**src/hdl/bpl_pkg.sv**
```systemverilog
// Package for the bounded positional list: field widths, request kinds,
// result status codes and the command/status types between controller and datapath.
// Used by every module of the block; depends on nothing.
package bpl_pkg;

   localparam int DEFAULT_MAX_ENTRIES = 64;
   localparam int DEFAULT_WORD_WIDTH  = 32;

   localparam int KIND_W   = 3;
   localparam int POS_W    = 7;
   localparam int BYTES_W  = 3;
   localparam int LEN_W    = 7;
   localparam int CAP_W    = 7;
   localparam int STATUS_W = 2;

   localparam logic [CAP_W-1:0] CAP_RESET = 7'd64;

   // Request kinds.
   localparam logic [KIND_W-1:0] KIND_INS_FIRST = 3'd0;
   localparam logic [KIND_W-1:0] KIND_INS_LAST  = 3'd1;
   localparam logic [KIND_W-1:0] KIND_INS_AT    = 3'd2;
   localparam logic [KIND_W-1:0] KIND_EXT_FIRST = 3'd3;
   localparam logic [KIND_W-1:0] KIND_EXT_LAST  = 3'd4;
   localparam logic [KIND_W-1:0] KIND_EXT_AT    = 3'd5;
   localparam logic [KIND_W-1:0] KIND_READ_AT   = 3'd6;

   // Result status codes.
   localparam logic [STATUS_W-1:0] RSP_OK    = 2'd0;
   localparam logic [STATUS_W-1:0] RSP_FULL  = 2'd1;
   localparam logic [STATUS_W-1:0] RSP_EMPTY = 2'd2;
   localparam logic [STATUS_W-1:0] RSP_RANGE = 2'd3;

   // Configuration register byte offsets.
   localparam logic [2:0] CSR_CAPACITY_ADDR = 3'd0;

   typedef enum logic [1:0] {
      OP_NONE = 2'd0,
      OP_INS  = 2'd1,
      OP_EXT  = 2'd2,
      OP_READ = 2'd3
   } op_type;

   typedef struct packed {
      logic capture;
      logic decide;
      logic step_up;
      logic step_down;
      logic place;
      logic finish;
   } cmd_type;

   typedef struct packed {
      op_type plan_op;
      logic   walk_done;
   } stat_type;

endpackage

```
**src/hdl/bounded_positional_list.sv**
```systemverilog
// Bounded positional list: top level with stream ports, capacity register
// and the controller/datapath pair. Depends on bpl_pkg, bpl_ctrl and bpl_dpath.
// A request is captured and decoded; an insert moves entries up and places the word, an
// extract or read walks entries down, and a refused request goes straight to the result.
// One entry moves per cycle through the write port; one word at a time, held by result stalls.
// Reset clears the length to zero and capacity to 64; the element memory is not cleared.
module bounded_positional_list
   import bpl_pkg::*;
#(
   parameter int MAX_ENTRIES = DEFAULT_MAX_ENTRIES,
   parameter int WORD_WIDTH  = DEFAULT_WORD_WIDTH,
   localparam int ReqDataW   = ((POS_W + WORD_WIDTH + BYTES_W + 7) / 8) * 8,
   localparam int RspDataW   = ((WORD_WIDTH + BYTES_W + LEN_W + 2 + 7) / 8) * 8
) (
   input  logic                clock,
   input  logic                reset,
   input  logic                req_tvalid,
   output logic                req_tready,
   // position [6:0], element_value, element_bytes
   input  logic [ReqDataW-1:0] req_tdata,
   // kind [2:0]
   input  logic [KIND_W-1:0]   req_tuser,
   output logic                rsp_tvalid,
   input  logic                rsp_tready,
   // result_value, result_bytes, length, is_empty, is_full
   output logic [RspDataW-1:0] rsp_tdata,
   // status [1:0]
   output logic [STATUS_W-1:0] rsp_tuser,
   input  logic                csr_psel,
   input  logic                csr_penable,
   input  logic                csr_pwrite,
   input  logic [2:0]          csr_paddr,
   input  logic [31:0]         csr_pwdata,
   output logic [31:0]         csr_prdata,
   output logic                csr_pready
);

   logic [CAP_W-1:0] cap_ff;
   logic             cap_sel;

   assign csr_pready = 1'b1;
   assign cap_sel    = (csr_paddr[2] == CSR_CAPACITY_ADDR[2]);
   assign csr_prdata = cap_sel ? 32'(cap_ff) : 32'd0;

   always_ff @(posedge clock) begin
      if (reset) begin
         cap_ff <= CAP_RESET;
      end else if (csr_psel && csr_penable && csr_pwrite && csr_pready && cap_sel) begin
         cap_ff <= csr_pwdata[CAP_W-1:0];
      end
   end

   cmd_type  cmd;
   stat_type stat;

   logic [WORD_WIDTH-1:0] res_value;
   logic [BYTES_W-1:0]    res_bytes;
   logic [LEN_W-1:0]      res_length;
   logic                  res_empty;
   logic                  res_full;

   bpl_ctrl u_ctrl (
      .clock      (clock),
      .reset      (reset),
      .req_tvalid (req_tvalid),
      .req_tready (req_tready),
      .rsp_tvalid (rsp_tvalid),
      .rsp_tready (rsp_tready),
      .stat       (stat),
      .cmd        (cmd)
   );

   bpl_dpath #(
      .MAX_ENTRIES (MAX_ENTRIES),
      .WORD_WIDTH  (WORD_WIDTH)
   ) u_dpath (
      .clock             (clock),
      .reset             (reset),
      .cmd               (cmd),
      .stat              (stat),
      .req_kind          (req_tuser),
      .req_position      (req_tdata[POS_W-1:0]),
      .req_element_value (req_tdata[POS_W +: WORD_WIDTH]),
      .req_element_bytes (req_tdata[POS_W + WORD_WIDTH +: BYTES_W]),
      .capacity          (cap_ff),
      .rsp_status        (rsp_tuser),
      .rsp_result_value  (res_value),
      .rsp_result_bytes  (res_bytes),
      .rsp_length        (res_length),
      .rsp_is_empty      (res_empty),
      .rsp_is_full       (res_full)
   );

   assign rsp_tdata = RspDataW'({res_full, res_empty, res_length, res_bytes, res_value});

   // One word is worked on at a time.
   a_one_at_a_time: assert property (@(posedge clock) disable iff (reset)
      req_tvalid && req_tready |=> !req_tready)
      else $error("new word accepted while one is in flight");

   a_empty_matches_length: assert property (@(posedge clock) disable iff (reset)
      rsp_tvalid |-> (res_empty == (res_length == '0)))
      else $error("empty flag disagrees with list length");

   a_full_status_flag: assert property (@(posedge clock) disable iff (reset)
      rsp_tvalid && rsp_tuser == RSP_FULL |-> res_full)
      else $error("full status without full flag");

   a_no_payload_on_error: assert property (@(posedge clock) disable iff (reset)
      rsp_tvalid && rsp_tuser != RSP_OK |-> (res_value == '0 && res_bytes == '0))
      else $error("payload returned with an error status");

endmodule

```
**src/hdl/bpl_ctrl.sv**
```systemverilog
// Controller of the bounded positional list: sequences capture, decode,
// entry walk, placement and result hand-off, and owns the handshakes.
// Depends on bpl_pkg.
module bpl_ctrl
   import bpl_pkg::*;
(
   input  logic     clock,
   input  logic     reset,
   input  logic     req_tvalid,
   output logic     req_tready,
   output logic     rsp_tvalid,
   input  logic     rsp_tready,
   input  stat_type stat,
   output cmd_type  cmd
);

   typedef enum logic [5:0] {
      S_IDLE   = 6'b000001,
      S_DECIDE = 6'b000010,
      S_UP     = 6'b000100,
      S_PLACE  = 6'b001000,
      S_DOWN   = 6'b010000,
      S_FINISH = 6'b100000
   } state_type;

   state_type state_ff, state_in;
   logic      out_valid_ff, out_valid_in;
   logic      slot_free;

   assign slot_free  = !out_valid_ff || rsp_tready;
   assign req_tready = (state_ff == S_IDLE);
   assign rsp_tvalid = out_valid_ff;

   always_comb begin
      state_in = state_ff;
      cmd      = '0;
      case (state_ff)
         S_IDLE: begin
            if (req_tvalid) begin
               cmd.capture = 1'b1;
               state_in    = S_DECIDE;
            end
         end
         S_DECIDE: begin
            cmd.decide = 1'b1;
            case (stat.plan_op)
               OP_INS:  state_in = S_UP;
               OP_EXT:  state_in = S_DOWN;
               OP_READ: state_in = S_DOWN;
               default: state_in = S_FINISH;
            endcase
         end
         S_UP: begin
            cmd.step_up = 1'b1;
            if (stat.walk_done) begin
               state_in = S_PLACE;
            end
         end
         S_PLACE: begin
            cmd.place = 1'b1;
            state_in  = S_FINISH;
         end
         S_DOWN: begin
            cmd.step_down = 1'b1;
            if (stat.walk_done) begin
               state_in = S_FINISH;
            end
         end
         S_FINISH: begin
            if (slot_free) begin
               cmd.finish = 1'b1;
               state_in   = S_IDLE;
            end
         end
         default: state_in = S_IDLE;
      endcase
   end

   always_comb begin
      out_valid_in = out_valid_ff;
      if (cmd.finish) begin
         out_valid_in = 1'b1;
      end else if (rsp_tready) begin
         out_valid_in = 1'b0;
      end
   end

   always_ff @(posedge clock) begin
      if (reset) begin
         state_ff     <= S_IDLE;
         out_valid_ff <= 1'b0;
      end else begin
         state_ff     <= state_in;
         out_valid_ff <= out_valid_in;
      end
   end

endmodule

```
**src/hdl/bpl_dpath.sv**
```systemverilog
// Datapath of the bounded positional list: request registers, decode,
// element memory with one entry moved per cycle, length counter and result word.
// Depends on bpl_pkg.
module bpl_dpath
   import bpl_pkg::*;
#(
   parameter int MAX_ENTRIES = DEFAULT_MAX_ENTRIES,
   parameter int WORD_WIDTH  = DEFAULT_WORD_WIDTH
) (
   input  logic                  clock,
   input  logic                  reset,
   input  cmd_type               cmd,
   output stat_type              stat,
   input  logic [KIND_W-1:0]     req_kind,
   input  logic [POS_W-1:0]      req_position,
   input  logic [WORD_WIDTH-1:0] req_element_value,
   input  logic [BYTES_W-1:0]    req_element_bytes,
   input  logic [CAP_W-1:0]      capacity,
   output logic [STATUS_W-1:0]   rsp_status,
   output logic [WORD_WIDTH-1:0] rsp_result_value,
   output logic [BYTES_W-1:0]    rsp_result_bytes,
   output logic [LEN_W-1:0]      rsp_length,
   output logic                  rsp_is_empty,
   output logic                  rsp_is_full
);

   localparam int AddrW  = $clog2(MAX_ENTRIES);
   localparam int CntW   = $clog2(MAX_ENTRIES + 1);
   localparam int CmpW   = (CntW > POS_W) ? CntW : POS_W;
   localparam int EntryW = WORD_WIDTH + BYTES_W;

   logic [EntryW-1:0] entry_mem [MAX_ENTRIES];

   logic [KIND_W-1:0]     kind_ff;
   logic [POS_W-1:0]      pos_ff;
   logic [WORD_WIDTH-1:0] word_ff;
   logic [BYTES_W-1:0]    bytes_ff;
   logic [CntW-1:0]       count_ff, count_in;
   op_type                op_ff;
   logic [STATUS_W-1:0]   status_ff;
   logic [AddrW-1:0]      at_ff;
   logic [CntW-1:0]       left_ff;
   logic [AddrW-1:0]      src_ff;
   logic                  pend_ff;
   logic                  pend_take_ff;
   logic [AddrW-1:0]      pend_dst_ff;
   logic [EntryW-1:0]     rd_data_ff;
   logic [EntryW-1:0]     take_ff;

   // Decode of the captured request against the current length.
   logic [CmpW-1:0]     cnt_x, pos_x, cap_x, lim_x;
   logic                full_now, pos_out;
   logic [AddrW-1:0]    last_idx, pos_idx, cnt_idx;
   op_type              plan_op;
   logic [STATUS_W-1:0] plan_status;
   logic [AddrW-1:0]    plan_at;
   logic [CntW-1:0]     plan_left;
   logic [AddrW-1:0]    plan_src;
   logic [CntW-1:0]     last_cnt;

   assign cnt_x    = CmpW'(count_ff);
   assign pos_x    = CmpW'(pos_ff);
   assign cap_x    = CmpW'(capacity);
   assign lim_x    = (cap_x > CmpW'(MAX_ENTRIES)) ? CmpW'(MAX_ENTRIES) : cap_x;
   assign full_now = cnt_x >= lim_x;
   assign pos_out  = pos_x >= cnt_x;
   assign last_cnt = count_ff - CntW'(1);
   assign last_idx = last_cnt[AddrW-1:0];
   assign pos_idx  = pos_x[AddrW-1:0];
   assign cnt_idx  = cnt_x[AddrW-1:0];

   always_comb begin
      plan_op     = OP_NONE;
      plan_status = RSP_OK;
      plan_at     = '0;
      case (kind_ff)
         KIND_INS_FIRST, KIND_INS_LAST, KIND_INS_AT: begin
            if (full_now) begin
               plan_status = RSP_FULL;
            end else begin
               plan_op = OP_INS;
               if (kind_ff == KIND_INS_FIRST) begin
                  plan_at = '0;
               end else if (kind_ff == KIND_INS_LAST || pos_out) begin
                  plan_at = cnt_idx;
               end else begin
                  plan_at = pos_idx;
               end
            end
         end
         KIND_EXT_FIRST, KIND_EXT_LAST, KIND_EXT_AT: begin
            if (count_ff == '0) begin
               plan_status = RSP_EMPTY;
            end else if (kind_ff == KIND_EXT_FIRST) begin
               plan_op = OP_EXT;
               plan_at = '0;
            end else if (kind_ff == KIND_EXT_LAST) begin
               plan_op = OP_EXT;
               plan_at = last_idx;
            end else if (pos_out) begin
               plan_status = RSP_RANGE;
            end else begin
               plan_op = OP_EXT;
               plan_at = pos_idx;
            end
         end
         KIND_READ_AT: begin
            if (pos_out) begin
               plan_status = RSP_RANGE;
            end else begin
               plan_op = OP_READ;
               plan_at = pos_idx;
            end
         end
         default: begin
            plan_op     = OP_NONE;
            plan_status = RSP_OK;
         end
      endcase
   end

   // An insert moves entries from the tail down to the insert point one place up;
   // an extract reads the taken entry first, then moves the rest one place down.
   always_comb begin
      plan_left = count_ff - CntW'(plan_at);
      plan_src  = plan_at;
      case (plan_op)
         OP_INS:  plan_src = last_idx;
         OP_READ: plan_left = CntW'(1);
         default: plan_src = plan_at;
      endcase
   end

   assign stat.plan_op   = plan_op;
   assign stat.walk_done = (left_ff == '0) && !pend_ff;

   logic step, walk_wr, mem_we;
   logic [AddrW-1:0]  mem_waddr;
   logic [EntryW-1:0] mem_wdata;

   assign step      = cmd.step_up || cmd.step_down;
   assign walk_wr   = step && pend_ff && !pend_take_ff;
   assign mem_we    = walk_wr || cmd.place;
   assign mem_waddr = cmd.place ? at_ff : pend_dst_ff;
   assign mem_wdata = cmd.place ? {bytes_ff, word_ff} : rd_data_ff;

   always_ff @(posedge clock) begin
      if (mem_we) begin
         entry_mem[mem_waddr] <= mem_wdata;
      end
      rd_data_ff <= entry_mem[src_ff];
   end

   always_ff @(posedge clock) begin
      if (cmd.capture) begin
         kind_ff  <= req_kind;
         pos_ff   <= req_position;
         word_ff  <= req_element_value;
         bytes_ff <= req_element_bytes;
      end
      if (cmd.decide) begin
         op_ff     <= plan_op;
         status_ff <= plan_status;
         at_ff     <= plan_at;
         src_ff    <= plan_src;
      end else if (step && left_ff != '0) begin
         src_ff       <= cmd.step_up ? src_ff - AddrW'(1) : src_ff + AddrW'(1);
         pend_dst_ff  <= cmd.step_up ? src_ff + AddrW'(1) : src_ff - AddrW'(1);
         pend_take_ff <= cmd.step_down && (src_ff == at_ff);
      end
      if (cmd.step_down && pend_ff && pend_take_ff) begin
         take_ff <= rd_data_ff;
      end
   end

   always_comb begin
      count_in = count_ff;
      if (cmd.finish) begin
         case (op_ff)
            OP_INS:  count_in = count_ff + CntW'(1);
            OP_EXT:  count_in = count_ff - CntW'(1);
            default: count_in = count_ff;
         endcase
      end
   end

   always_ff @(posedge clock) begin
      if (reset) begin
         count_ff <= '0;
         left_ff  <= '0;
         pend_ff  <= 1'b0;
      end else begin
         count_ff <= count_in;
         if (cmd.decide) begin
            left_ff <= (plan_op == OP_NONE) ? '0 : plan_left;
            pend_ff <= 1'b0;
         end else if (step) begin
            pend_ff <= (left_ff != '0);
            if (left_ff != '0) begin
               left_ff <= left_ff - CntW'(1);
            end
         end
      end
   end

   logic            has_payload;
   logic [CmpW-1:0] new_len;

   assign has_payload = (op_ff == OP_EXT) || (op_ff == OP_READ);
   assign new_len     = CmpW'(count_in);

   always_ff @(posedge clock) begin
      if (cmd.finish) begin
         rsp_status       <= status_ff;
         rsp_result_value <= has_payload ? take_ff[WORD_WIDTH-1:0] : '0;
         rsp_result_bytes <= has_payload ? take_ff[EntryW-1:WORD_WIDTH] : '0;
         rsp_length       <= new_len[LEN_W-1:0];
         rsp_is_empty     <= (new_len == '0);
         rsp_is_full      <= (new_len >= lim_x);
      end
   end

endmodule

```
**config.mk**
```make
export PLATFORM = sky130hd
export DESIGN_NAME = bounded_positional_list
export DESIGN_NICKNAME = d
export VERILOG_FILES = /design/src/hdl/bpl_pkg.sv /design/src/hdl/bounded_positional_list.sv /design/src/hdl/bpl_ctrl.sv /design/src/hdl/bpl_dpath.sv
export SDC_FILE = /design/constraint.sdc
export NUM_CORES = 2
export LEC_CHECK = 0
export BUFFER_PORTS_ARGS = -buffer_cell sky130_fd_sc_hd__buf_4
export CAP_MARGIN = 20
export CORE_UTILIZATION = 55
export CTS_CLUSTER_DIAMETER = 50
export DETAILED_ROUTE_END_ITERATION = 16
export HOLD_SLACK_MARGIN = 0.08
export PLACE_DENSITY_LB_ADDON = 0.2
export SLEW_MARGIN = 20
export SYNTH_ARGS = -nofsm -noshare
export SYNTH_HDL_FRONTEND = slang
export SYNTH_HIERARCHICAL = 1
export SYNTH_SLANG_ARGS = --single-unit
```
**constraint.sdc**
```tcl
create_clock -name clock -period 5.3 [get_ports clock]
set_input_delay 1.06 -clock clock [delete_from_list [all_inputs] [get_ports clock]]
set_output_delay 1.06 -clock clock [all_outputs]
set_load 0.01 [all_outputs]
```
==> flow_metrics.py <==
metrics = {
    "status": {
        "status": "finished clean",
    },
    "worst_setup_path": {
        "cpMaxStageDelayCell": "nor2_4",
        "critPathRequiredTime_ns": 5.84,
        "r2r-start": "u_ctrl/state_ff[2]",
        "critPathMaxStageDelay_ns": 0.88,
        "crit_path_start_kind": "flop",
        "reg2reg_depth": 7,
        "crit_fanout": 20,
        "rrSetupSlack_ns": 0.59,
        "cp_top_family": "simple AND/OR/NAND/NOR gates",
        "crit_chain": "or4_2, nor2_1, nor2_1, o21bai_1, nand3_1, nor2_4, buf_12",
        "cp.buffers_inverters": 1,
        "cpMostUsedCell": "nor2_1",
        "endpoint_kind": "flop",
        "arrival_ns": 5.24,
        "worstReg2RegEnd": "u_dpath/entry_mem[47][32]",
        "critPathKind": "reg -> reg",
    },
    "cts": {
        "cts_tree": "yes",
        "cts_made_buffers": 237,
        "post_cts_buffers": 0,
        "clk_pin_slew_worst_paths_ns": 0.06,
        "cts-root-buf": "clkbuf_16",
        "cts_resized": 0,
        "clockBufferDepth": 3,
        "cts-hold-fix-buffers": 0,
        "htree_levels": 4,
        "insertion_delay_ns": 0.87,
        "cts.sinks": 2453,
    },
    "die": {
        "dieArea_um2": 175100,
        "initial_core_util": 0.5548,
        "dieHeight_um": 418.5,
        "core.rowCount": 152,
        "die_w_um": 418.5,
        "core_area_um2": 171900,
        "io_pins": 178,
    },
    "synthesis": {
        "synth-async-reset-ratio": 0,
        "postSynthCellCount": 4411,
        "synth_ff_type": "edfxtp_1",
        "netlist-cell-type-count": 86,
        "avgSynthCellArea_um2": 21.63,
        "synth-seq-cells": 2453,
        "syn_area_um2": 95390,
        "synth_seq_area_share": 0.7655,
        "ys_warn_count": 6,
        "synth_enable_flop_cells": 2389,
    },
    "sta": {
        "setup_viol": 0,
        "maxSlewViolCount": 0,
        "layout_min_cycle_time_ns": 4.708,
        "fin_tns_setup_ns": 0,
        "timing.fmax_mhz": 212.4,
        "skew_ns": 0.03198,
        "relSlewSlack": 0.2338,
        "rsz0062_at_grt": "no",
        "hold_viol": 0,
        "worst_pin_slew_ns": 1.120,
        "min_period_over_period": 0.8882,
    },
    "routing": {
        "ant_nets": 0,
        "vias_per_cell": 6.387,
        "wl_um": 227900,
        "wl_per_cell_um": 31.46,
        "via_count": 46270,
        "initialDrtViolationCount": 5748,
        "drc_errors": 0,
        "dr.pass1.iters": 6,
    },
    "pwr": {
        "vdd_ir_drop_max_mv": 0.3116,
        "p_leak_nw": 34.45,
        "p_per_area_nw_per_um2": 429.3,
    },
    "cells_and_area": {
        "final_cell_mix": "edfxtp_1, mux4_2, buf_4, clkbuf_16, mux2i_1",
        "areaGrowthSynthToFinish_pct": 13.75,
        "instances_no_fill": 7244,
        "final_common_cell": "edfxtp_1",
        "layout.nets": 4849,
        "drive_gt1_frac": 0.2855,
    },
    "placed_design": {
        "gp_congestion": 0.8974,
        "place_inst": 6790,
        "hpwl_um": 135200,
        "io_buffers": 114,
    },
    "hold_path": {
        "hp-start": "req_tdata[9]",
        "holdPathStages": 1,
        "min_delay_worst_endpoint": "u_dpath/word_ff[2]",
        "holdCritPathClass": "in -> reg",
    },
    "flow_run": {
        "max_cap_violations": 0,
    },
    "global_routing": {
        "grt.overflow.total": 0,
        "antenna_found_initial": 14,
        "globalRouteMet3Util": 0.07393,
        "met1_usage": 0.3697,
        "grt_max_degree": 82,
        "grt_pass1_vias": 46340,
        "grt-busiest-layer": "met2",
        "grtUsageMet2": 0.4118,
        "grt_util_all_layers": 0.2638,
        "grt_pass1_wl_um": 326500,
    },
}
kinds of logic after synthesis:
kind of cell,after synthesis,synth area share
AOI/OAI and AO/OA,402,0.02972
muxes,761,0.1574
buffers and inverters,294,0.01735
adders and majority gates,36,0.004801
xor gates and xnor gates,30,0.002755
and+or+nand+nor,433,0.02239
other,2,0.00007873
DFF,2453,0.7655
layout make-up:
class | count | area [um2]
fillers | 11630 | 63410
inverters | 36 | 136.4
diodes | 3 | 7.507
well taps | 2310 | 2890
repair buffers | 300 | 2903
flip-flops and latches | 2453 | 73020
multi-input cells | 1692 | 21420
clock buffers | 290 | 6241
clock inverters | 160 | 1889
sequential cells by signal, indices dropped and copies added (netlist names), 2 cells and up:
register                  cells
u_dpath/take_ff              35
u_dpath/word_ff              32
u_dpath/entry_mem          2240
u_dpath/at_ff                 6
u_dpath/rd_data_ff           35
u_dpath/src_ff                6
u_dpath/pend_dst_ff           6
u_dpath/pos_ff                7
u_dpath/rsp_result_bytes      3
u_dpath/rsp_status            2
u_dpath/bytes_ff              3
u_dpath/left_ff               7
u_dpath/op_ff                 2
u_dpath/kind_ff               3
cap_ff                        7
u_dpath/cnt_x                 7
u_dpath/status_ff             2
u_dpath/rsp_result_value     32
u_ctrl/state_ff               6
u_dpath/rsp_length            7
stage by stage:
step / util / area (um2) / total power [mW] / hold WS, ns / setup WS [ns]
after floorplan: - / 95500 / 27.18 / 0.4003 / 0.6919
after global placement: 0.5833 / 100300 / 29.47 / 0.4084 / 0.8257
after detailed placement: 0.5833 / 100300 / 29.64 / 0.4116 / 0.7387
after CTS: 0.6306 / 108400 / 46.77 / 0.2975 / 0.7058
after global routing: 0.6311 / 108500 / 47.93 / 0.3193 / 0.4049
final: 0.6312 / 108500 / 46.58 / 0.3670 / 0.5923
how the worst max path moves through the flow:
stage | start | to | slack [ns] | depth (start not counted)
finish | u_ctrl/state_ff[2] | u_dpath/entry_mem[47][32] | 0.59 | 7
global route | u_dpath/cnt_x[6] | u_dpath/left_ff[6] | 0.40 | 18
CTS | u_ctrl/state_ff[2] | u_dpath/entry_mem[44][32] | 0.71 | 7
detailed placement | u_ctrl/state_ff[2] | u_dpath/entry_mem[44][32] | 0.74 | 7
global placement | u_ctrl/state_ff[2] | u_dpath/entry_mem[44][32] | 0.83 | 7
floorplan | u_ctrl/state_ff[2] | u_dpath/entry_mem[41][0] | 0.69 | 8
Yosys cell counts (18+ instances only):
library cell	instances	area share
buf_6	25	0.0030
ha_1	35	0.0046
buf_2	50	0.0026
buf_4	64	0.0050
o21ai_0	73	0.0038
mux2i_1	130	0.014
nor2b_1	52	0.0034
nand2b_1	25	0.0016
buf_1	24	0.00094
nand3_1	22	0.0012
nor3_1	29	0.0015
a22oi_1	36	0.0028
nor2_1	118	0.0046
a221oi_1	23	0.0021
dfxtp_1	64	0.013
xnor2_1	21	0.0019
o22ai_1	34	0.0022
mux4_2	587	0.14
edfxtp_1	2389	0.75
clkbuf_1	90	0.0035
nand2_1	126	0.0050
mux2_2	44	0.0052
inv_1	33	0.0013
a21oi_1	60	0.0031
o211ai_1	18	0.0014
metal layers:
| metal | part of all wire | up-vias | wire, um |
|---|---|---|---|
| met5 | 0.00019 | - | 44 |
| met4 | 0.023 | 6 | 5309 |
| met3 | 0.11 | 326 | 24310 |
| met2 | 0.48 | 2245 | 109100 |
| met1 | 0.39 | 24600 | 89210 |
| li1 | - | 19090 | - |
where the power goes:
| group | switching [mW] | total, mW | internal [mW] |
|---|---|---|---|
| combinational | 4.02 | 5.81 | 1.78 |
| clock | 7.29 | 17.3 | 9.99 |
| sequential | 0.293 | 23.5 | 23.2 |
No activity file was read; power rests on OpenSTA's default activity.
